===== src/sv/html_entity_decoder_top_defines.svh =====
// Assertion macros shared by the decoder's checking code.
`ifndef HTML_ENTITY_DECODER_TOP_DEFINES_SVH
`define HTML_ENTITY_DECODER_TOP_DEFINES_SVH

// Same-cycle implication, checked out of reset.
`define HED_ASSERT_IMP(lbl, ante, cons, msg) \
    lbl: assert property (@(posedge i_clk) disable iff (!i_rst_n) (ante) |-> (cons)) \
        else $error(msg);

// Next-cycle implication, checked out of reset.
`define HED_ASSERT_NEXT(lbl, ante, cons, msg) \
    lbl: assert property (@(posedge i_clk) disable iff (!i_rst_n) (ante) |=> (cons)) \
        else $error(msg);

`endif


===== src/sv/hed_pkg.sv =====
package hed_pkg;

    // Entity body buffer geometry (circular addressing needs a power of two)
    localparam int MaxBody    = 32;
    localparam int AdrW       = $clog2(MaxBody);
    localparam int CntW       = $clog2(MaxBody + 1);
    localparam int PtrW       = $clog2(MaxBody + 2);
    localparam int NamedCount = 32;
    localparam int QDepth     = 2;
    localparam int QAdrW      = $clog2(QDepth);
    localparam int QCntW      = $clog2(QDepth + 1);
    localparam int CpW        = 21;

    // Characters with a role in the syntax
    localparam logic [7:0] ChAmp  = 8'h26;
    localparam logic [7:0] ChSemi = 8'h3B;
    localparam logic [7:0] ChHash = 8'h23;
    localparam logic [7:0] ChXLo  = 8'h78;
    localparam logic [7:0] ChXUp  = 8'h58;

    localparam logic [CpW-1:0] CpMax   = 21'h10FFFF;
    localparam logic [CpW-1:0] CpClamp = 21'h110000;
    localparam logic [CpW-1:0] SurLo   = 21'h00D800;
    localparam logic [CpW-1:0] SurHi   = 21'h00DFFF;

    // One queued request
    typedef struct packed {
        logic [7:0] b;
        logic       eot;
        logic       amp;
        logic       semi;
    } t_qitem;

    // Back end status
    typedef struct packed {
        logic            idle;
        logic            pend_v;
        logic [CntW-1:0] count;
    } t_bstat;

    // Named entity: name and UTF-8 text, both right-aligned
    typedef struct packed {
        logic [47:0] name;
        logic [2:0]  nlen;
        logic [23:0] utf;
        logic [1:0]  ulen;
    } t_named;

    // Encoded result bytes, right-aligned, first byte most significant
    typedef struct packed {
        logic [31:0] bytes;
        logic [2:0]  len;
    } t_res;

    function automatic t_named named_ref(input int unsigned idx);
        t_named r;
        case (idx)
            0:  r = '{48'("amp"),    3'd3, 24'h000026, 2'd1};
            1:  r = '{48'("lt"),     3'd2, 24'h00003C, 2'd1};
            2:  r = '{48'("gt"),     3'd2, 24'h00003E, 2'd1};
            3:  r = '{48'("quot"),   3'd4, 24'h000022, 2'd1};
            4:  r = '{48'("apos"),   3'd4, 24'h000027, 2'd1};
            5:  r = '{48'("nbsp"),   3'd4, 24'h00C2A0, 2'd2};
            6:  r = '{48'("middot"), 3'd6, 24'h00C2B7, 2'd2};
            7:  r = '{48'("sect"),   3'd4, 24'h00C2A7, 2'd2};
            8:  r = '{48'("para"),   3'd4, 24'h00C2B6, 2'd2};
            9:  r = '{48'("laquo"),  3'd5, 24'h00C2AB, 2'd2};
            10: r = '{48'("raquo"),  3'd5, 24'h00C2BB, 2'd2};
            11: r = '{48'("copy"),   3'd4, 24'h00C2A9, 2'd2};
            12: r = '{48'("reg"),    3'd3, 24'h00C2AE, 2'd2};
            13: r = '{48'("deg"),    3'd3, 24'h00C2B0, 2'd2};
            14: r = '{48'("plusmn"), 3'd6, 24'h00C2B1, 2'd2};
            15: r = '{48'("times"),  3'd5, 24'h00C397, 2'd2};
            16: r = '{48'("divide"), 3'd6, 24'h00C3B7, 2'd2};
            17: r = '{48'("ndash"),  3'd5, 24'hE28093, 2'd3};
            18: r = '{48'("mdash"),  3'd5, 24'hE28094, 2'd3};
            19: r = '{48'("lsquo"),  3'd5, 24'hE28098, 2'd3};
            20: r = '{48'("rsquo"),  3'd5, 24'hE28099, 2'd3};
            21: r = '{48'("ldquo"),  3'd5, 24'hE2809C, 2'd3};
            22: r = '{48'("rdquo"),  3'd5, 24'hE2809D, 2'd3};
            23: r = '{48'("bull"),   3'd4, 24'hE280A2, 2'd3};
            24: r = '{48'("hellip"), 3'd6, 24'hE280A6, 2'd3};
            25: r = '{48'("euro"),   3'd4, 24'hE282AC, 2'd3};
            26: r = '{48'("trade"),  3'd5, 24'hE284A2, 2'd3};
            27: r = '{48'("larr"),   3'd4, 24'hE28690, 2'd3};
            28: r = '{48'("uarr"),   3'd4, 24'hE28691, 2'd3};
            29: r = '{48'("rarr"),   3'd4, 24'hE28692, 2'd3};
            30: r = '{48'("darr"),   3'd4, 24'hE28693, 2'd3};
            31: r = '{48'("harr"),   3'd4, 24'hE28694, 2'd3};
            default: r = '{48'h0, 3'd0, 24'h0, 2'd0};
        endcase
        return r;
    endfunction

    // {valid, value} of a decimal or hex digit
    function automatic logic [4:0] digit_of(input logic [7:0] c, input logic hex);
        logic [7:0] t;
        t = 8'h00;
        if (c >= 8'h30 && c <= 8'h39) begin
            t = c - 8'h30;
            return {1'b1, t[3:0]};
        end else if (hex && c >= 8'h61 && c <= 8'h66) begin
            t = c - 8'h57;
            return {1'b1, t[3:0]};
        end else if (hex && c >= 8'h41 && c <= 8'h46) begin
            t = c - 8'h37;
            return {1'b1, t[3:0]};
        end
        return {1'b0, t[3:0]};
    endfunction

    // Code point to UTF-8; invalid values give U+FFFD
    function automatic t_res utf8_enc(input logic [CpW-1:0] cp);
        t_res r;
        if (cp == '0 || cp > CpMax || (cp >= SurLo && cp <= SurHi)) begin
            r = '{32'h00EFBFBD, 3'd3};
        end else if (cp < 21'h80) begin
            r = '{{24'h0, cp[7:0]}, 3'd1};
        end else if (cp < 21'h800) begin
            r = '{{16'h0, 3'b110, cp[10:6], 2'b10, cp[5:0]}, 3'd2};
        end else if (cp < 21'h10000) begin
            r = '{{8'h0, 4'b1110, cp[15:12], 2'b10, cp[11:6], 2'b10, cp[5:0]}, 3'd3};
        end else begin
            r = '{{5'b11110, cp[20:18], 2'b10, cp[17:12], 2'b10, cp[11:6],
                   2'b10, cp[5:0]}, 3'd4};
        end
        return r;
    endfunction

endpackage


===== src/sv/hed_front.sv =====
module hed_front (
    input  logic              i_clk,
    input  logic              i_rst_n,
    input  logic              i_valid,
    output logic              o_stall,
    input  logic [7:0]        i_text_byte,
    input  logic              i_end_of_text,
    output hed_pkg::t_qitem   o_q,
    output logic              o_q_valid,
    input  logic              i_pop
);

    hed_pkg::t_qitem                r_q [hed_pkg::QDepth];
    logic [hed_pkg::QAdrW-1:0]      r_wp, r_rp;
    logic [hed_pkg::QCntW-1:0]      r_cnt;
    logic                           push;
    logic                           pop;
    hed_pkg::t_qitem                item;

    // Classify the incoming byte
    always_comb begin
        item.b    = i_text_byte;
        item.eot  = i_end_of_text;
        item.amp  = (i_text_byte == hed_pkg::ChAmp);
        item.semi = (i_text_byte == hed_pkg::ChSemi);
    end

    assign o_stall   = (r_cnt == hed_pkg::QCntW'(hed_pkg::QDepth));
    assign push      = i_valid && !o_stall;
    assign o_q_valid = (r_cnt != '0);
    assign pop       = i_pop && o_q_valid;
    assign o_q       = r_q[r_rp];

    // Queue storage
    always_ff @(posedge i_clk) begin
        if (push) begin
            r_q[r_wp] <= item;
        end
    end

    // Queue pointers
    always_ff @(posedge i_clk) begin
        if (!i_rst_n) begin
            r_wp  <= '0;
            r_rp  <= '0;
            r_cnt <= '0;
        end else begin
            if (push) begin
                r_wp <= r_wp + 1'b1;
            end
            if (pop) begin
                r_rp <= r_rp + 1'b1;
            end
            if (push && !pop) begin
                r_cnt <= r_cnt + 1'b1;
            end else if (pop && !push) begin
                r_cnt <= r_cnt - 1'b1;
            end
        end
    end

endmodule


===== src/sv/hed_back.sv =====
module hed_back (
    input  logic              i_clk,
    input  logic              i_rst_n,
    input  hed_pkg::t_qitem   i_q,
    input  logic              i_q_valid,
    output logic              o_pop,
    output logic              o_valid,
    input  logic              i_stall,
    output logic [7:0]        o_out_byte,
    output logic              o_last_of_run,
    output logic              o_text_done,
    output hed_pkg::t_bstat   o_stat
);

    localparam logic [2:0] ST_IDLE   = 3'd0;
    localparam logic [2:0] ST_START  = 3'd1;
    localparam logic [2:0] ST_SCAN   = 3'd2;
    localparam logic [2:0] ST_DECIDE = 3'd3;
    localparam logic [2:0] ST_RES    = 3'd4;
    localparam logic [2:0] ST_LIT    = 3'd5;
    localparam logic [2:0] ST_OVF    = 3'd6;
    localparam logic [2:0] ST_EOT    = 3'd7;

    localparam int CntW = hed_pkg::CntW;
    localparam int PtrW = hed_pkg::PtrW;
    localparam int AdrW = hed_pkg::AdrW;
    localparam int CpW  = hed_pkg::CpW;

    logic [7:0]                 r_store [hed_pkg::MaxBody];
    logic [2:0]                 r_state, n_state;
    logic                       r_in_ent, n_in_ent;
    logic [CntW-1:0]            r_count, n_count;
    logic [AdrW-1:0]            r_head, n_head;
    logic [PtrW-1:0]            r_ptr, n_ptr;
    hed_pkg::t_qitem            r_item, n_item;
    logic [hed_pkg::NamedCount-1:0] r_cand, n_cand;
    logic                       r_nok, n_nok;
    logic                       r_hex, n_hex;
    logic                       r_hd, n_hd;
    logic [CpW-1:0]             r_cp, n_cp;
    logic [31:0]                r_res, n_res;
    logic [2:0]                 r_rlen, n_rlen;
    logic                       r_pend_v, n_pend_v;
    logic [7:0]                 r_pend_b, n_pend_b;
    logic                       r_out_v, n_out_v;
    logic [7:0]                 r_out_b, n_out_b;
    logic                       r_out_last, n_out_last;
    logic                       r_out_done, n_out_done;

    logic [7:0]                 rd;
    logic                       slot_free;
    logic                       can_emit;
    logic                       emit;
    logic [7:0]                 ebyte;
    logic                       fin;
    logic                       we;
    logic [AdrW-1:0]            waddr;
    logic [7:0]                 wdata;
    logic [4:0]                 dg;
    logic [CpW+3:0]             acc;
    logic                       hit;
    hed_pkg::t_named            nr;
    hed_pkg::t_named            hres;
    hed_pkg::t_res              enc;
    logic [47:0]                nsh;
    logic [31:0]                rsh;
    logic [7:0]                 ob;

    // Single read port of the body buffer, relative to the head
    assign rd        = r_store[r_head + r_ptr[AdrW-1:0]];
    assign slot_free = !r_out_v || !i_stall;
    assign can_emit  = !r_pend_v || slot_free;

    // Digit decode and accumulate; the clamp is applied in the sequencer
    always_comb begin
        dg = hed_pkg::digit_of(rd, r_hex);
        if (r_hex) begin
            acc = {r_cp, 4'b0000} + {(CpW)'(0), dg[3:0]};
        end else begin
            acc = {1'b0, r_cp, 3'b000} + {3'b000, r_cp, 1'b0} + {(CpW)'(0), dg[3:0]};
        end
    end

    // Sequencer
    always_comb begin
        n_state  = r_state;
        n_in_ent = r_in_ent;
        n_count  = r_count;
        n_head   = r_head;
        n_ptr    = r_ptr;
        n_item   = r_item;
        n_cand   = r_cand;
        n_nok    = r_nok;
        n_hex    = r_hex;
        n_hd     = r_hd;
        n_cp     = r_cp;
        n_res    = r_res;
        n_rlen   = r_rlen;
        emit     = 1'b0;
        ebyte    = 8'h00;
        fin      = 1'b0;
        we       = 1'b0;
        waddr    = '0;
        wdata    = 8'h00;
        o_pop    = 1'b0;
        hit      = 1'b0;
        nr       = '0;
        hres     = '0;
        nsh      = '0;
        rsh      = '0;
        ob       = 8'h00;
        enc      = hed_pkg::utf8_enc(r_cp);

        case (r_state)
            ST_IDLE: begin
                if (i_q_valid) begin
                    o_pop   = 1'b1;
                    n_item  = i_q;
                    n_state = ST_START;
                end
            end
            ST_START: begin
                if (!r_in_ent) begin
                    if (r_item.amp) begin
                        n_in_ent = 1'b1;
                        n_count  = '0;
                        n_state  = ST_EOT;
                    end else if (can_emit) begin
                        emit    = 1'b1;
                        ebyte   = r_item.b;
                        n_state = ST_EOT;
                    end
                end else if (r_item.semi) begin
                    n_ptr   = '0;
                    n_cand  = '1;
                    n_nok   = 1'b0;
                    n_hex   = 1'b0;
                    n_hd    = 1'b0;
                    n_cp    = '0;
                    n_state = ST_SCAN;
                end else if (r_count < CntW'(hed_pkg::MaxBody)) begin
                    we      = 1'b1;
                    waddr   = r_head + r_count[AdrW-1:0];
                    wdata   = r_item.b;
                    n_count = r_count + 1'b1;
                    n_state = ST_EOT;
                end else if (can_emit) begin
                    emit    = 1'b1;
                    ebyte   = hed_pkg::ChAmp;
                    n_ptr   = '0;
                    n_state = ST_OVF;
                end
            end
            ST_SCAN: begin
                // one body byte per cycle: name candidates and numeric parse
                if (r_ptr < PtrW'(r_count)) begin
                    for (int j = 0; j < hed_pkg::NamedCount; j++) begin
                        nr = hed_pkg::named_ref(j);
                        if (r_ptr >= PtrW'(nr.nlen)) begin
                            n_cand[j] = 1'b0;
                        end else begin
                            nsh = nr.name >> (8 * (int'(nr.nlen) - 1 - int'(r_ptr)));
                            if (nsh[7:0] != rd) begin
                                n_cand[j] = 1'b0;
                            end
                        end
                    end
                    if (r_ptr == '0) begin
                        n_nok = (rd == hed_pkg::ChHash);
                    end else if (r_ptr == PtrW'(1) &&
                                 (rd == hed_pkg::ChXLo || rd == hed_pkg::ChXUp)) begin
                        n_hex = 1'b1;
                    end else if (dg[4]) begin
                        n_hd = 1'b1;
                        n_cp = (acc > (CpW+4)'(hed_pkg::CpMax)) ? hed_pkg::CpClamp
                                                                : acc[CpW-1:0];
                    end else begin
                        n_nok = 1'b0;
                    end
                    n_ptr = r_ptr + 1'b1;
                end else begin
                    n_state = ST_DECIDE;
                end
            end
            ST_DECIDE: begin
                for (int j = 0; j < hed_pkg::NamedCount; j++) begin
                    nr = hed_pkg::named_ref(j);
                    if (!hit && r_cand[j] && CntW'(nr.nlen) == r_count) begin
                        hit  = 1'b1;
                        hres = nr;
                    end
                end
                if (hit) begin
                    n_res   = {8'h00, hres.utf};
                    n_rlen  = {1'b0, hres.ulen};
                    n_ptr   = '0;
                    n_state = ST_RES;
                end else if (r_nok && r_hd) begin
                    n_res   = enc.bytes;
                    n_rlen  = enc.len;
                    n_ptr   = '0;
                    n_state = ST_RES;
                end else if (can_emit) begin
                    emit    = 1'b1;
                    ebyte   = hed_pkg::ChAmp;
                    n_ptr   = '0;
                    n_state = ST_LIT;
                end
            end
            ST_RES: begin
                if (r_ptr < PtrW'(r_rlen)) begin
                    if (can_emit) begin
                        rsh   = r_res >> (8 * (int'(r_rlen) - 1 - int'(r_ptr)));
                        emit  = 1'b1;
                        ebyte = rsh[7:0];
                        n_ptr = r_ptr + 1'b1;
                    end
                end else begin
                    n_in_ent = 1'b0;
                    n_count  = '0;
                    n_state  = ST_EOT;
                end
            end
            ST_LIT: begin
                // literal echo of the body, closed by ';' for a bad reference, unclosed on an end-of-text flush
                if (r_ptr < PtrW'(r_count)) begin
                    if (can_emit) begin
                        emit  = 1'b1;
                        ebyte = rd;
                        n_ptr = r_ptr + 1'b1;
                    end
                end else if (r_item.semi) begin
                    if (can_emit) begin
                        emit     = 1'b1;
                        ebyte    = hed_pkg::ChSemi;
                        n_in_ent = 1'b0;
                        n_count  = '0;
                        n_state  = ST_EOT;
                    end
                end else begin
                    n_in_ent = 1'b0;
                    n_count  = '0;
                    n_state  = ST_EOT;
                end
            end
            ST_OVF: begin
                // held bytes plus new byte, up to the first '&'
                ob = (r_ptr == PtrW'(hed_pkg::MaxBody)) ? r_item.b : rd;
                if (ob == hed_pkg::ChAmp) begin
                    n_in_ent = 1'b1;
                    if (r_ptr < PtrW'(hed_pkg::MaxBody)) begin
                        we      = 1'b1;
                        waddr   = r_head;
                        wdata   = r_item.b;
                        n_head  = r_head + r_ptr[AdrW-1:0] + 1'b1;
                        n_count = CntW'(hed_pkg::MaxBody) - CntW'(r_ptr);
                    end else begin
                        n_count = '0;
                    end
                    n_state = ST_EOT;
                end else if (can_emit) begin
                    emit  = 1'b1;
                    ebyte = ob;
                    if (r_ptr == PtrW'(hed_pkg::MaxBody)) begin
                        n_in_ent = 1'b0;
                        n_count  = '0;
                        n_state  = ST_EOT;
                    end else begin
                        n_ptr = r_ptr + 1'b1;
                    end
                end
            end
            ST_EOT: begin
                if (r_item.eot && r_in_ent) begin
                    if (can_emit) begin
                        emit    = 1'b1;
                        ebyte   = hed_pkg::ChAmp;
                        n_ptr   = '0;
                        n_state = ST_LIT;
                    end
                end else begin
                    if (r_item.eot) begin
                        n_in_ent = 1'b0;
                        n_count  = '0;
                    end
                    if (can_emit) begin
                        fin     = 1'b1;
                        n_state = ST_IDLE;
                    end
                end
            end
            default: begin
                n_state = ST_IDLE;
            end
        endcase
    end

    // Pending byte and output register: last flag known once the next byte exists
    always_comb begin
        n_pend_v   = r_pend_v;
        n_pend_b   = r_pend_b;
        n_out_v    = r_out_v && i_stall;
        n_out_b    = r_out_b;
        n_out_last = r_out_last;
        n_out_done = r_out_done;
        if (emit) begin
            if (r_pend_v) begin
                n_out_v    = 1'b1;
                n_out_b    = r_pend_b;
                n_out_last = 1'b0;
                n_out_done = 1'b0;
            end
            n_pend_v = 1'b1;
            n_pend_b = ebyte;
        end else if (fin) begin
            if (r_pend_v) begin
                n_out_v    = 1'b1;
                n_out_b    = r_pend_b;
                n_out_last = 1'b1;
                n_out_done = r_item.eot;
            end
            n_pend_v = 1'b0;
        end
    end

    // Body buffer
    always_ff @(posedge i_clk) begin
        if (we) begin
            r_store[waddr] <= wdata;
        end
    end

    // Payload registers
    always_ff @(posedge i_clk) begin
        r_ptr      <= n_ptr;
        r_item     <= n_item;
        r_cand     <= n_cand;
        r_nok      <= n_nok;
        r_hex      <= n_hex;
        r_hd       <= n_hd;
        r_cp       <= n_cp;
        r_res      <= n_res;
        r_rlen     <= n_rlen;
        r_pend_b   <= n_pend_b;
        r_out_b    <= n_out_b;
        r_out_last <= n_out_last;
        r_out_done <= n_out_done;
    end

    // Control registers
    always_ff @(posedge i_clk) begin
        if (!i_rst_n) begin
            r_state  <= ST_IDLE;
            r_in_ent <= 1'b0;
            r_count  <= '0;
            r_head   <= '0;
            r_pend_v <= 1'b0;
            r_out_v  <= 1'b0;
        end else begin
            r_state  <= n_state;
            r_in_ent <= n_in_ent;
            r_count  <= n_count;
            r_head   <= n_head;
            r_pend_v <= n_pend_v;
            r_out_v  <= n_out_v;
        end
    end

    assign o_valid       = r_out_v;
    assign o_out_byte    = r_out_b;
    assign o_last_of_run = r_out_last;
    assign o_text_done   = r_out_done;
    assign o_stat.idle   = (r_state == ST_IDLE);
    assign o_stat.pend_v = r_pend_v;
    assign o_stat.count  = r_count;

endmodule


===== src/sv/html_entity_decoder_top.sv =====
// HTML character reference decoder with UTF-8 output.
// Input channel: i_valid / o_stall carries one text byte plus an end-of-text
// flag; a request is taken on a clock edge with i_valid high and o_stall low.
// Output channel: o_valid / i_stall carries one output byte with last-of-run
// (final byte caused by one input) and text-done (final byte of the text).
// A two-entry queue sits in front of the decode sequencer, and a registered
// output stage after it, so the input side keeps accepting while a result
// waits on i_stall, until the queue fills. Output holds steady while i_stall
// is high.
// A plain byte passes through the IDLE, START and EOT states. A ';' runs the
// name/number scan over the buffered body bytes, then a decide step, then
// emits the result bytes. Overflow and end-of-text flushes emit one byte per
// cycle while the output is not stalled. A plain byte passes from the queue
// through the sequencer, the pending byte register and the output register.
// Reset (synchronous, active low) empties the queue, drops any open entity
// and the pending output byte. The body buffer has no reset and no clearing
// pass; it is read only at entries written for the current entity.
module html_entity_decoder_top (
    input  logic       i_clk,
    input  logic       i_rst_n,
    input  logic       i_valid,
    output logic       o_stall,
    input  logic [7:0] i_text_byte,
    input  logic       i_end_of_text,
    output logic       o_valid,
    input  logic       i_stall,
    output logic [7:0] o_out_byte,
    output logic       o_last_of_run,
    output logic       o_text_done
);

`include "html_entity_decoder_top_defines.svh"

    hed_pkg::t_qitem w_q;
    logic            w_q_valid;
    logic            w_pop;
    hed_pkg::t_bstat w_stat;

    hed_front u_front (
        .i_clk        (i_clk),
        .i_rst_n      (i_rst_n),
        .i_valid      (i_valid),
        .o_stall      (o_stall),
        .i_text_byte  (i_text_byte),
        .i_end_of_text(i_end_of_text),
        .o_q          (w_q),
        .o_q_valid    (w_q_valid),
        .i_pop        (w_pop)
    );

    hed_back u_back (
        .i_clk        (i_clk),
        .i_rst_n      (i_rst_n),
        .i_q          (w_q),
        .i_q_valid    (w_q_valid),
        .o_pop        (w_pop),
        .o_valid      (o_valid),
        .i_stall      (i_stall),
        .o_out_byte   (o_out_byte),
        .o_last_of_run(o_last_of_run),
        .o_text_done  (o_text_done),
        .o_stat       (w_stat)
    );

    // Checks
    `HED_ASSERT_IMP(a_done_is_last, o_valid && o_text_done, o_last_of_run, "done without last")
    `HED_ASSERT_IMP(a_idle_no_pend, w_stat.idle, !w_stat.pend_v, "pending byte left when idle")
    `HED_ASSERT_IMP(a_count_max, 1'b1, w_stat.count <= hed_pkg::CntW'(hed_pkg::MaxBody), "body count overrun")
    `HED_ASSERT_NEXT(a_pop_busy, w_pop, !w_stat.idle, "pop without starting work")

endmodule


===== config.mk =====
export PLATFORM = sky130hd
export DESIGN_NAME = html_entity_decoder_top
export DESIGN_NICKNAME = d
export VERILOG_FILES = /design/src/sv/hed_pkg.sv /design/src/sv/hed_front.sv /design/src/sv/hed_back.sv /design/src/sv/html_entity_decoder_top.sv
export VERILOG_INCLUDE_DIRS = /design/src /design/src/sv
export SDC_FILE = /design/constraint.sdc
export NUM_CORES = 1
export LEC_CHECK = 0
export ABC_AREA = 1
export BUFFER_PORTS_ARGS = -buffer_cell sky130_fd_sc_hd__buf_4
export CAP_MARGIN = 20
export CELL_PAD_IN_SITES_DETAIL_PLACEMENT = 1
export CELL_PAD_IN_SITES_GLOBAL_PLACEMENT = 1
export CORE_UTILIZATION = 45
export DETAILED_ROUTE_END_ITERATION = 8
export PLACE_DENSITY = 0.8
export SKIP_CTS_REPAIR_TIMING = 1
export SLEW_MARGIN = 20
export SYNTH_ARGS = -nofsm -noshare
export SYNTH_HDL_FRONTEND = slang
export SYNTH_SLANG_ARGS = --single-unit

===== constraint.sdc =====
create_clock -name i_clk -period 7.2 [get_ports i_clk]
set_input_delay 0.36 -clock i_clk [delete_from_list [all_inputs] [get_ports i_clk]]
set_output_delay 0.36 -clock i_clk [all_outputs]
set_load 0.02 [all_outputs]

=== Word level (Yosys, flattened, before mapping) ===
Memory sizes are Yosys's and may differ from the RTL's. A register that Yosys moved wholly into a read port is not among the register bits.
Index checks and enable logic that the tools add are counted.

* Register bits: 136
* Memory bits (writable): 278
* Input port bits: 13
* Output and inout port bits: 12
* Word-level logic and storage cells: 974
* Memories: 2

* $add $sub $neg: 82
* Magnitude comparators: 49
* Equality and inequality tests: 142
* Shift operators: 33
* Multiplexer cells: 440
* Reduce and logical (&&, ||, !) cells: 172

{| class="wikitable"
|+ Memories
! name !! words !! width !! rd ports !! clocked after Yosys merged registers in !! write ports !! RTL line !! text
|-
| u_back.r_store || 32 || 8 || 1 || 0 || 1 || hed_back.sv:29 || <nowiki>logic [7:0] r_store [hed_pkg::MaxBody];</nowiki>
|-
| u_front.r_q || 2 || 11 || 1 || 1 || 1 || hed_front.sv:13 || <nowiki>hed_pkg::t_qitem r_q [hed_pkg::QDepth];</nowiki>
|}

{| class="wikitable"
|+ Operators by type and width
! operator !! count
|-
| $mux 77 || 64
|-
| $shr 48x32->8 || 32
|-
| $sub 29x7->29 || 33
|-
| $mux 29 || 32
|-
| $mux 26 || 32
|-
| $ne 8x8->1 || 32
|-
| $eq 3x6->1 || 32
|-
| $ge 6x3->1 || 32
|-
| $mux 1 || 192
|-
| $mux 6 || 31
|-
| $mux 8 || 23
|-
| $reduce_and 5->1 || 32
|-
| $mux 21 || 7
|-
| $mux 35 || 4
|-
| $sub 3x1->4 const B || 33
|-
| $mux 32 || 4
|-
| $ne 3x1->1 const B || 36
|-
| $logic_and 1x1->1 || 77
|-
| $pmux 32 s2 || 1
|-
| $mux 3 || 20
|-
| $add 25x4->25 || 2
|-
| $pmux 8 s6 || 1
|-
| $mux 5 || 9
|-
| $pmux 21 s2 || 1
|-
| other kinds (65) || 156
|}

=== Logic depth before layout (Yosys ltp) ===
Gate-level depths: netlist of run 1.

* Depth in word-level cells: 165
* Gate-level depth with buffers: 46
* Depth with buffers taken out: 43

=== Modules after synthesis ===
Synthesis of run 1 repeated with hierarchy kept, for this count alone.

* Cell total of the unflattened synthesis: 2,512
* Area, all modules: 23,415.0 µm²

{| class="wikitable"
|+ By module, submodules not included
! module !! instances !! cells each !! area each (µm²) !! seq. area each (µm²)
|-
| hed_back || 1 || 2,431 || 22,327.7 || 11,661.2
|-
| hed_front || 1 || 81 || 1,087.3 || 760.7
|}

=== Worst setup path before layout of run 1 ===
OpenSTA, ideal clock, no wires.

* Kind: flip-flop to flip-flop
* Start: reg u_back.r_ptr[0]
* End: reg u_back.r_cp[8] (data pin)
* Library setup time: 0.139 ns
* Arrival time: 7.360 ns
* Required time: 7.061 ns
* Setup slack: -0.299 ns
* Cell stages (with the launch flop): 38
* Path buffers: 4
* Clock period less this slack: 7.499 ns
* Path through: edfxtp_1 > ha_1 > fa_1 > buf_2 > clkbuf_1 > o21ai_0 > o32ai_1 > inv_1 > o211ai_1 > nand3_1 > nand2_2 > inv_1 > clkbuf_1 > ha_1 > o311ai_1 > nand2_1 > o211ai_1 > fa_1 > [... 2 more ...] > a21oi_1 > nor2_1 > nor2_1 > o21bai_1 > inv_1 > o21a_1 > o21bai_1 > a21boi_0 > o21ai_0 > nand2_1 > o21ai_0 > xor2_1 > o21ai_0 > nand3_1 > nor2_1 > nand3_2 > buf_4 > nor2_1

* Word-level cells in the longest chain between the ends: 18
* Elaborated cells on any way between the ends: 36
* Those cells by class: add/sub (6); order compare (7); mux (17); reduce/logical (5); memory (1)

{| class="wikitable"
|+ Ends and longest elaborated chain
! element !! RTL line !! text
|-
| from (decl) || hed_back.sv:34 || <nowiki>logic [PtrW-1:0] r_ptr, n_ptr;</nowiki>
|-
| from (signal assigned) || hed_back.sv:335 || <nowiki>r_ptr <= n_ptr;</nowiki>
|-
| $add 5x5->5 (*) || hed_back.sv:70 || <nowiki>assign rd = r_store[r_head + r_ptr[AdrW-1:0]];</nowiki>
|-
| $mem_v2 32x8 (*) || n/a ||
|-
| $ge 8x7->1 || hed_pkg.sv:105 || <nowiki>end else if (hex && c >= 8'h41 && c <= 8'h46) begin</nowiki>
|-
| $logic_and 1x1->1 (2 in series) || hed_pkg.sv:105 ||
|-
| $mux 4 or $mux 1 (tied branches) || hed_pkg.sv:105 ||
|-
| $mux 4 or $mux 1 (tied branches) || hed_pkg.sv:102 || <nowiki>end else if (hex && c >= 8'h61 && c <= 8'h66) begin</nowiki>
|-
| $mux 4 or $mux 1 (tied branches) || hed_pkg.sv:99 || <nowiki>if (c >= 8'h30 && c <= 8'h39) begin</nowiki>
|-
| $mux 5 (*) || hed_pkg.sv:109 || <nowiki>return {1'b0, t[3:0]};</nowiki>
|-
| $add 25x4->25, on equally long branches || hed_back.sv:80, hed_back.sv:78 ||
|-
| $mux 25 (*) || hed_back.sv:77 || <nowiki>if (r_hex) begin</nowiki>
|-
| $gt 25x21->1 || hed_back.sv:175 || <nowiki>n_cp = (acc > (CpW+4)'(hed_pkg::CpMax)) ? hed_pkg::CpClamp</nowiki>
|-
| $mux 21 (*) || hed_back.sv:175 ||
|-
| $mux 21 (*) || hed_back.sv:173 || <nowiki>end else if (dg[4]) begin</nowiki>
|-
| $mux 21 (*) || hed_back.sv:170 || <nowiki>end else if (r_ptr == PtrW'(1) &&</nowiki>
|-
| $mux 21 (*) || hed_back.sv:168 || <nowiki>if (r_ptr == '0) begin</nowiki>
|-
| $mux 21 (*) || hed_back.sv:156 || <nowiki>if (r_ptr < PtrW'(r_count)) begin</nowiki>
|-
| $pmux 21 s2 (*) || hed_back.sv:114 || <nowiki>case (r_state)</nowiki>
|-
| to (signal assigned) || hed_back.sv:341 || <nowiki>r_cp <= n_cp;</nowiki>
|-
| to (decl) || hed_back.sv:40 || <nowiki>logic [CpW-1:0] r_cp, n_cp;</nowiki>
|}

Every way passes the cells marked *; elsewhere a longest branch is shown, timed or not. The select of a mux whose other input is x is not followed.
A chain may end at the register's enable or synchronous reset.

=== Worst setup path in the final report of run 1 ===
* Start: reg u_back.r_ptr[0]
* End: reg u_back.r_cp[15] (data pin)

The elaborated chain is that of the path after synthesis.

==> flow_summary.toml, run 1 <==
[sta]
slew_headroom = 0.344
setup_viol = 21
rsz0062_at_grt = "true"
setup_tns_ns = -5.48
final_hold_viol_count = 0
finalCriticalPeriod_ns = 7.55
fin_skew_ns = 0.0373
timing.fmax_mhz = 133
slew_viol_final = 0
period_share = 1.05
worstMarginPinSlew_ns = 0.981
setup_ws_ns = -0.347

[clock_tree]
htree_levels = 2
cts_sinks = 420
cts-buffers-inserted = 46
clk_pin_slew_ns = 0.06
cts_max_path_buffers = 3
clock_latency_ns = 0.61
root_buffer = "clkbuf_16"
cts_tree = "yes"

[synth]
syn_area_mm2 = 0.0237
yosys.area.top_type = "edfxtp_1"
synth-edff-count = 399
synth_cell_type_count = 65
ys_warn_count = 0
ys_seq_area_frac = 0.523
yosysMostFrequentCell = "nor2_1"
ys_async_sr_fraction = 0
synthCells = 2575
synth-main-ff-cell = "edfxtp_1"
synthTopCellsByArea = "edfxtp_1, nor2_1, nand2_1"
syn-num-nets = 2689
ys_ff_latch = 420
yosysTopAreaCellShare = 0.505
syn_avg_cell_area_um2 = 9.21
synth_common_cells = "nor2_1, edfxtp_1, nand2_1"

[drt]
drt_iter0_markers = 1888
vias = 20400
firstDrtPassIters = 6
ant_nets = 0
drc_errors = 0
routed_wl_um = 81400
wl_per_cell_um = 23.9
vias_per_cell = 5.99

[critical_path]
critPathCaptureType = "flop"
crit-reg2reg-launch = "u_back.r_ptr[0]"
arrival_ns = 7.98
crit_type = "flop to flop"
crit_top_cell = "nand2_2"
cp.required_ns = 7.63
r2r_end = "u_back.r_cp[15]"
worst_setup_path_start_kind = "flop"
ff2ff_path_depth = 45
crit_fanout = 18
cp_slowest_cell = "fa_4"
rrSetupSlack_ns = -0.35
cpPeakStageDelay_ns = 0.92

[die]
rows = 83
die-area_mm2 = 0.0536
dieWidth_um = 232
initial_utilization = 0.458
die_h_um = 232
core_area_mm2 = 0.0517
top_level_ports = 25

[cells_and_area]
nNetsFinal = 2808
syn_to_final_growth_pct = 16.5
final_layout_size_suffix_gt1_frac = 0.129
antennaDiodeCount = 0
stdcell_count = 3408

[power]
internal_power_w = 0.00719
power.share.switching = 0.483
share_seq_of_total_power = 0.244
p_leak_nw = 10.7
power_density_mw_per_mm2 = 504
pwr-share-clk = 0.168
power_frac_comb = 0.589
ir_worst_vdd_v = 0.000280
total_power_w = 0.0139
p_switching_w = 0.00672

[placed_design]
gp_congestion = 0.946
post-place-ws_ns = -0.422
dp.cells = 3283
dp_hpwl_um = 56200
io_buffer_count = 24

[run]
cap_violations = 0

[grt]
grt_usage = 0.294
antenna_found_initial = 0
grt_pass1_wl_um = 122000
grt_pass1_vias = 20700
gr-total-overflow = 0
grt_max_degree = 68

[min_path]
hold_path.class = "primary input to flop"
worstHoldEndpoint = "u_back.r_head[3]"
holdCritStartpoint = "i_rst_n"
whs_path_depth = 3

[run_status]
violations = "negative setup slack"
outcome = "finished, violations left"
placed cells by master (no fill, tap or decap), types with 17 or more instances in the layout:
master and instances:
xnor2_1 17, o211ai_1 41, a21oi_1 105, dfxtp_1 21, o21ai_1 17, o32ai_1 52
edfxtp_1 399, nor3_1 45, nor4_1 17, buf_4 133, ha_1 91, nor2_1 485
o21ai_0 179, a31oi_1 18, clkbuf_16 51, nor2_2 18, nand3_1 63, xor2_1 52
nand4_1 37, inv_1 294, nand2_2 23, nand2_1 311
flip-flops by register name, summed over array words and instances, names as in the netlist, 6 cells and up:
| signal | count |
|---|---|
| u_back.o_out_byte | 8 |
| u_back.r_cp | 21 |
| u_back.r_pend_b | 8 |
| u_back.r_item | 11 |
| u_back.r_store | 256 |
| u_back.r_count | 6 |
| u_back.r_res | 28 |
| u_back.r_ptr | 6 |
| u_back.r_cand | 32 |
| u_front.r_q | 22 |
cell type report:
type,count,area (µm²)
clock buffers,58,1220
clock inverters,24,241
fillers,5830,24100
inverters,312,1170
multi-input cells,1747,10200
flip-flops and latches,420,12400
well taps,680,851
repair buffers,167,1530
routing by layer:
metal	up-vias	global-route usage	wire (µm)
met5	-	0	0
met4	0	0.0826	1980
met3	147	0.0461	5410
met2	770	0.471	38200
met1	10200	0.412	35800
li1	9259	-	-
logic make-up after synthesis:
group,share of synthesized area
AOI/OAI and AO/OA,0.143
buffers and inverters,0.0661
and+or+nand+nor,0.186
adders and majority gates,0.0549
xor gates and xnor gates,0.0270
DFF,0.523
worst max-delay path by stage:
stage / start / to / cells after the start
floorplan: u_back.r_ptr[0] / u_back.r_cp[8] / 38
global placement: u_back.r_ptr[0] / u_back.r_cp[16] / 37
detailed placement: u_back.r_ptr[0] / u_back.r_cp[1] / 43
CTS: u_back.r_ptr[0] / u_back.r_cp[16] / 42
global route: u_back.r_ptr[0] / u_back.r_cp[0] / 45
finish: u_back.r_ptr[0] / u_back.r_cp[15] / 45
power groups by stage:
stage,clock (W),sequential [W],combinational [W]
floorplan,0,0.00332,0.00455
global placement,0,0.00341,0.00690
detailed placement,0,0.00343,0.00720
CTS,0.00234,0.00338,0.00729
global route,0.00243,0.00341,0.00882
finish,0.00233,0.00339,0.00819
metrics by stage:
stage	utilization	hold WS [ns]	instance area (µm²)
after floorplan	-	0.400	23700
after global placement	0.489	0.405	25300
after detailed placement	0.489	0.413	25300
after CTS	0.517	-0.0636	26800
after global routing	0.534	0.123	27600
final	0.534	0.125	27600
critical path, delay by kind of cell (launching register included):
kind	cells	cell delay, ns
simple gates	18	1.67
buf+inv	9	1.10
fa+ha+maj	4	1.83
compound gates	14	2.31
flops	1	0.43
Note: power is estimated with default switching activity, not from simulation.
==> inputs of run 2 (changes only) <==
REMOVE_ABC_BUFFERS = 1   (was not set)
==> flow_summary.toml, run 2 (synthesis gave the netlist of run 1 again) <==
[run_status]
outcome = "finished, violations left"
violations = "negative setup slack"

[power]
ir_worst_vdd_v = 0.000314
power_frac_comb = 0.577
internal_power_w = 0.00716
share_seq_of_total_power = 0.248
p_leak_nw = 10.6
power.share.switching = 0.477
pwr-share-clk = 0.175
power_density_mw_per_mm2 = 496
p_switching_w = 0.00654

[critical_path]
crit_fanout = 7
crit_top_cell = "nand2_1"
cp.required_ns = 7.63
critPathCaptureType = "flop"
cpPeakStageDelay_ns = 0.91
arrival_ns = 8.08
cp_slowest_cell = "fa_4"
crit_type = "flop to flop"
worst_setup_path_start_kind = "flop"

[sta]
final_hold_viol_count = 0
timing.fmax_mhz = 131
worstMarginPinSlew_ns = 1.05
fin_skew_ns = 0.0324
slew_viol_final = 0
period_share = 1.06
setup_ws_ns = -0.451
slew_headroom = 0.298
setup_viol = 21
fin_hold_ws_ns = 0.157
finalCriticalPeriod_ns = 7.65
rsz0062_at_grt = "true"

[clock_tree]
clk_pin_slew_ns = 0.06
htree_levels = 2
cts-buffers-inserted = 44
cts_tree = "yes"
cts_sinks = 420
cts_max_path_buffers = 3
clock_latency_ns = 0.60
root_buffer = "clkbuf_16"

[placed_design]
dp.cells = 3293
io_buffer_count = 24
dp_hpwl_um = 54000
gp_congestion = 0.946

[cells_and_area]
stdcell_count = 3407
reg_top3 = "u_back.r_store: 256 flops, u_back.r_cand: 32 flops, u_back.r_res: 28 flops"
largest_reg_flops = 256
seqCellArea_mm2 = 0.0124
multi_input_area_mm2 = 0.0101
mostFrequentLayoutCells = "nor2_1, edfxtp_1, nand2_1, inv_1, o21ai_0"
final_common_cell = "nor2_1"
registers.top_by_ff_count = "u_back.r_store"
final_layout_size_suffix_gt1_frac = 0.123
antennaDiodeCount = 0
nFillCells = 5826
nNetsFinal = 2806
syn_to_final_growth_pct = 16.6

[grt]
gr-total-overflow = 0
grt_max_degree = 61
grt_usage = 0.279
grt_pass1_wl_um = 117000
grt_pass1_vias = 20800
antenna_found_initial = 0

[die]
initial_utilization = 0.458
rows = 83
top_level_ports = 25
dieWidth_um = 232
die-area_mm2 = 0.0536
core_area_mm2 = 0.0517
die_h_um = 232

[drt]
firstDrtPassIters = 8
routed_wl_um = 77700
vias_per_cell = 5.98
vias = 20400
drc_errors = 0
wl_per_cell_um = 22.8
drt_iter0_markers = 1735
ant_nets = 0

[run]
cap_violations = 0

[min_path]
hold_path.class = "primary input to flop"
[run 2: stage by stage]
stage	utilization	TNS [ns]	setup slack (ns)	cell area, µm²	power, W
2_1_floorplan	-	-745.94	-3.83	23300	0.00770
3_5_place_dp	0.490	-15.61	-0.862	25300	0.0106
3_3_place_gp	0.490	-8.10	-0.448	25300	0.0102
5_1_grt	0.534	-15.55	-0.787	27600	0.0145
6_report	0.534	-8.35	-0.451	27600	0.0137
4_1_cts	0.519	-17.49	-0.971	26800	0.0130
[run 2: worst paths after layout]
| check | start | to | slack, ns | cells past startpoint |
|---|---|---|---|---|
| worst max register to register | u_back.r_ptr[0] | u_back.r_cp[1] | -0.45 | 41 |
| worst min register to register | u_back.r_pend_b[6] | u_back.o_out_byte[6] | 0.41 | 0 |
| worst min-delay path | i_rst_n | u_back.r_head[3] | 0.16 | 3 |
| worst max-delay path | u_back.r_ptr[0] | u_back.r_cp[1] | -0.45 | 41 |
[run 2: worst max-delay path: cells and delay by family, from the launching register on]
kind | cells | cell delay (ns)
compound gates | 15 | 2.46
fa+ha+maj | 5 | 2.20
simple gates | 16 | 1.75
buf+inv | 5 | 0.67
flops | 1 | 0.42
[run 2: layout make-up]
class	instances	share of cell area
clock inverters	24	0.0114
clock buffers	57	0.0427
inverters	312	0.0426
well taps	680	0.0308
repair buffers	167	0.0570
flip-flops and latches	420	0.449
multi-input cells	1747	0.367
[run 2: power by group through the flow]
stage / clock network (W) / registers [W] / logic, W
3_5_place_dp: 0 / 0.00345 / 0.00713
3_3_place_gp: 0 / 0.00343 / 0.00682
4_1_cts: 0.00242 / 0.00340 / 0.00721
2_1_floorplan: 0 / 0.00336 / 0.00434
6_report: 0.00240 / 0.00340 / 0.00790
5_1_grt: 0.00250 / 0.00342 / 0.00855
[run 2: per-layer routing]
| layer | vias up | share of wire | track usage |
|---|---|---|---|
| met5 | - | 0 | 0 |
| met4 | 0 | 0.025 | 0.0772 |
| met3 | 145 | 0.062 | 0.0418 |
| met2 | 700 | 0.47 | 0.455 |
| met1 | 10300 | 0.44 | 0.386 |
| li1 | 9235 | - | - |
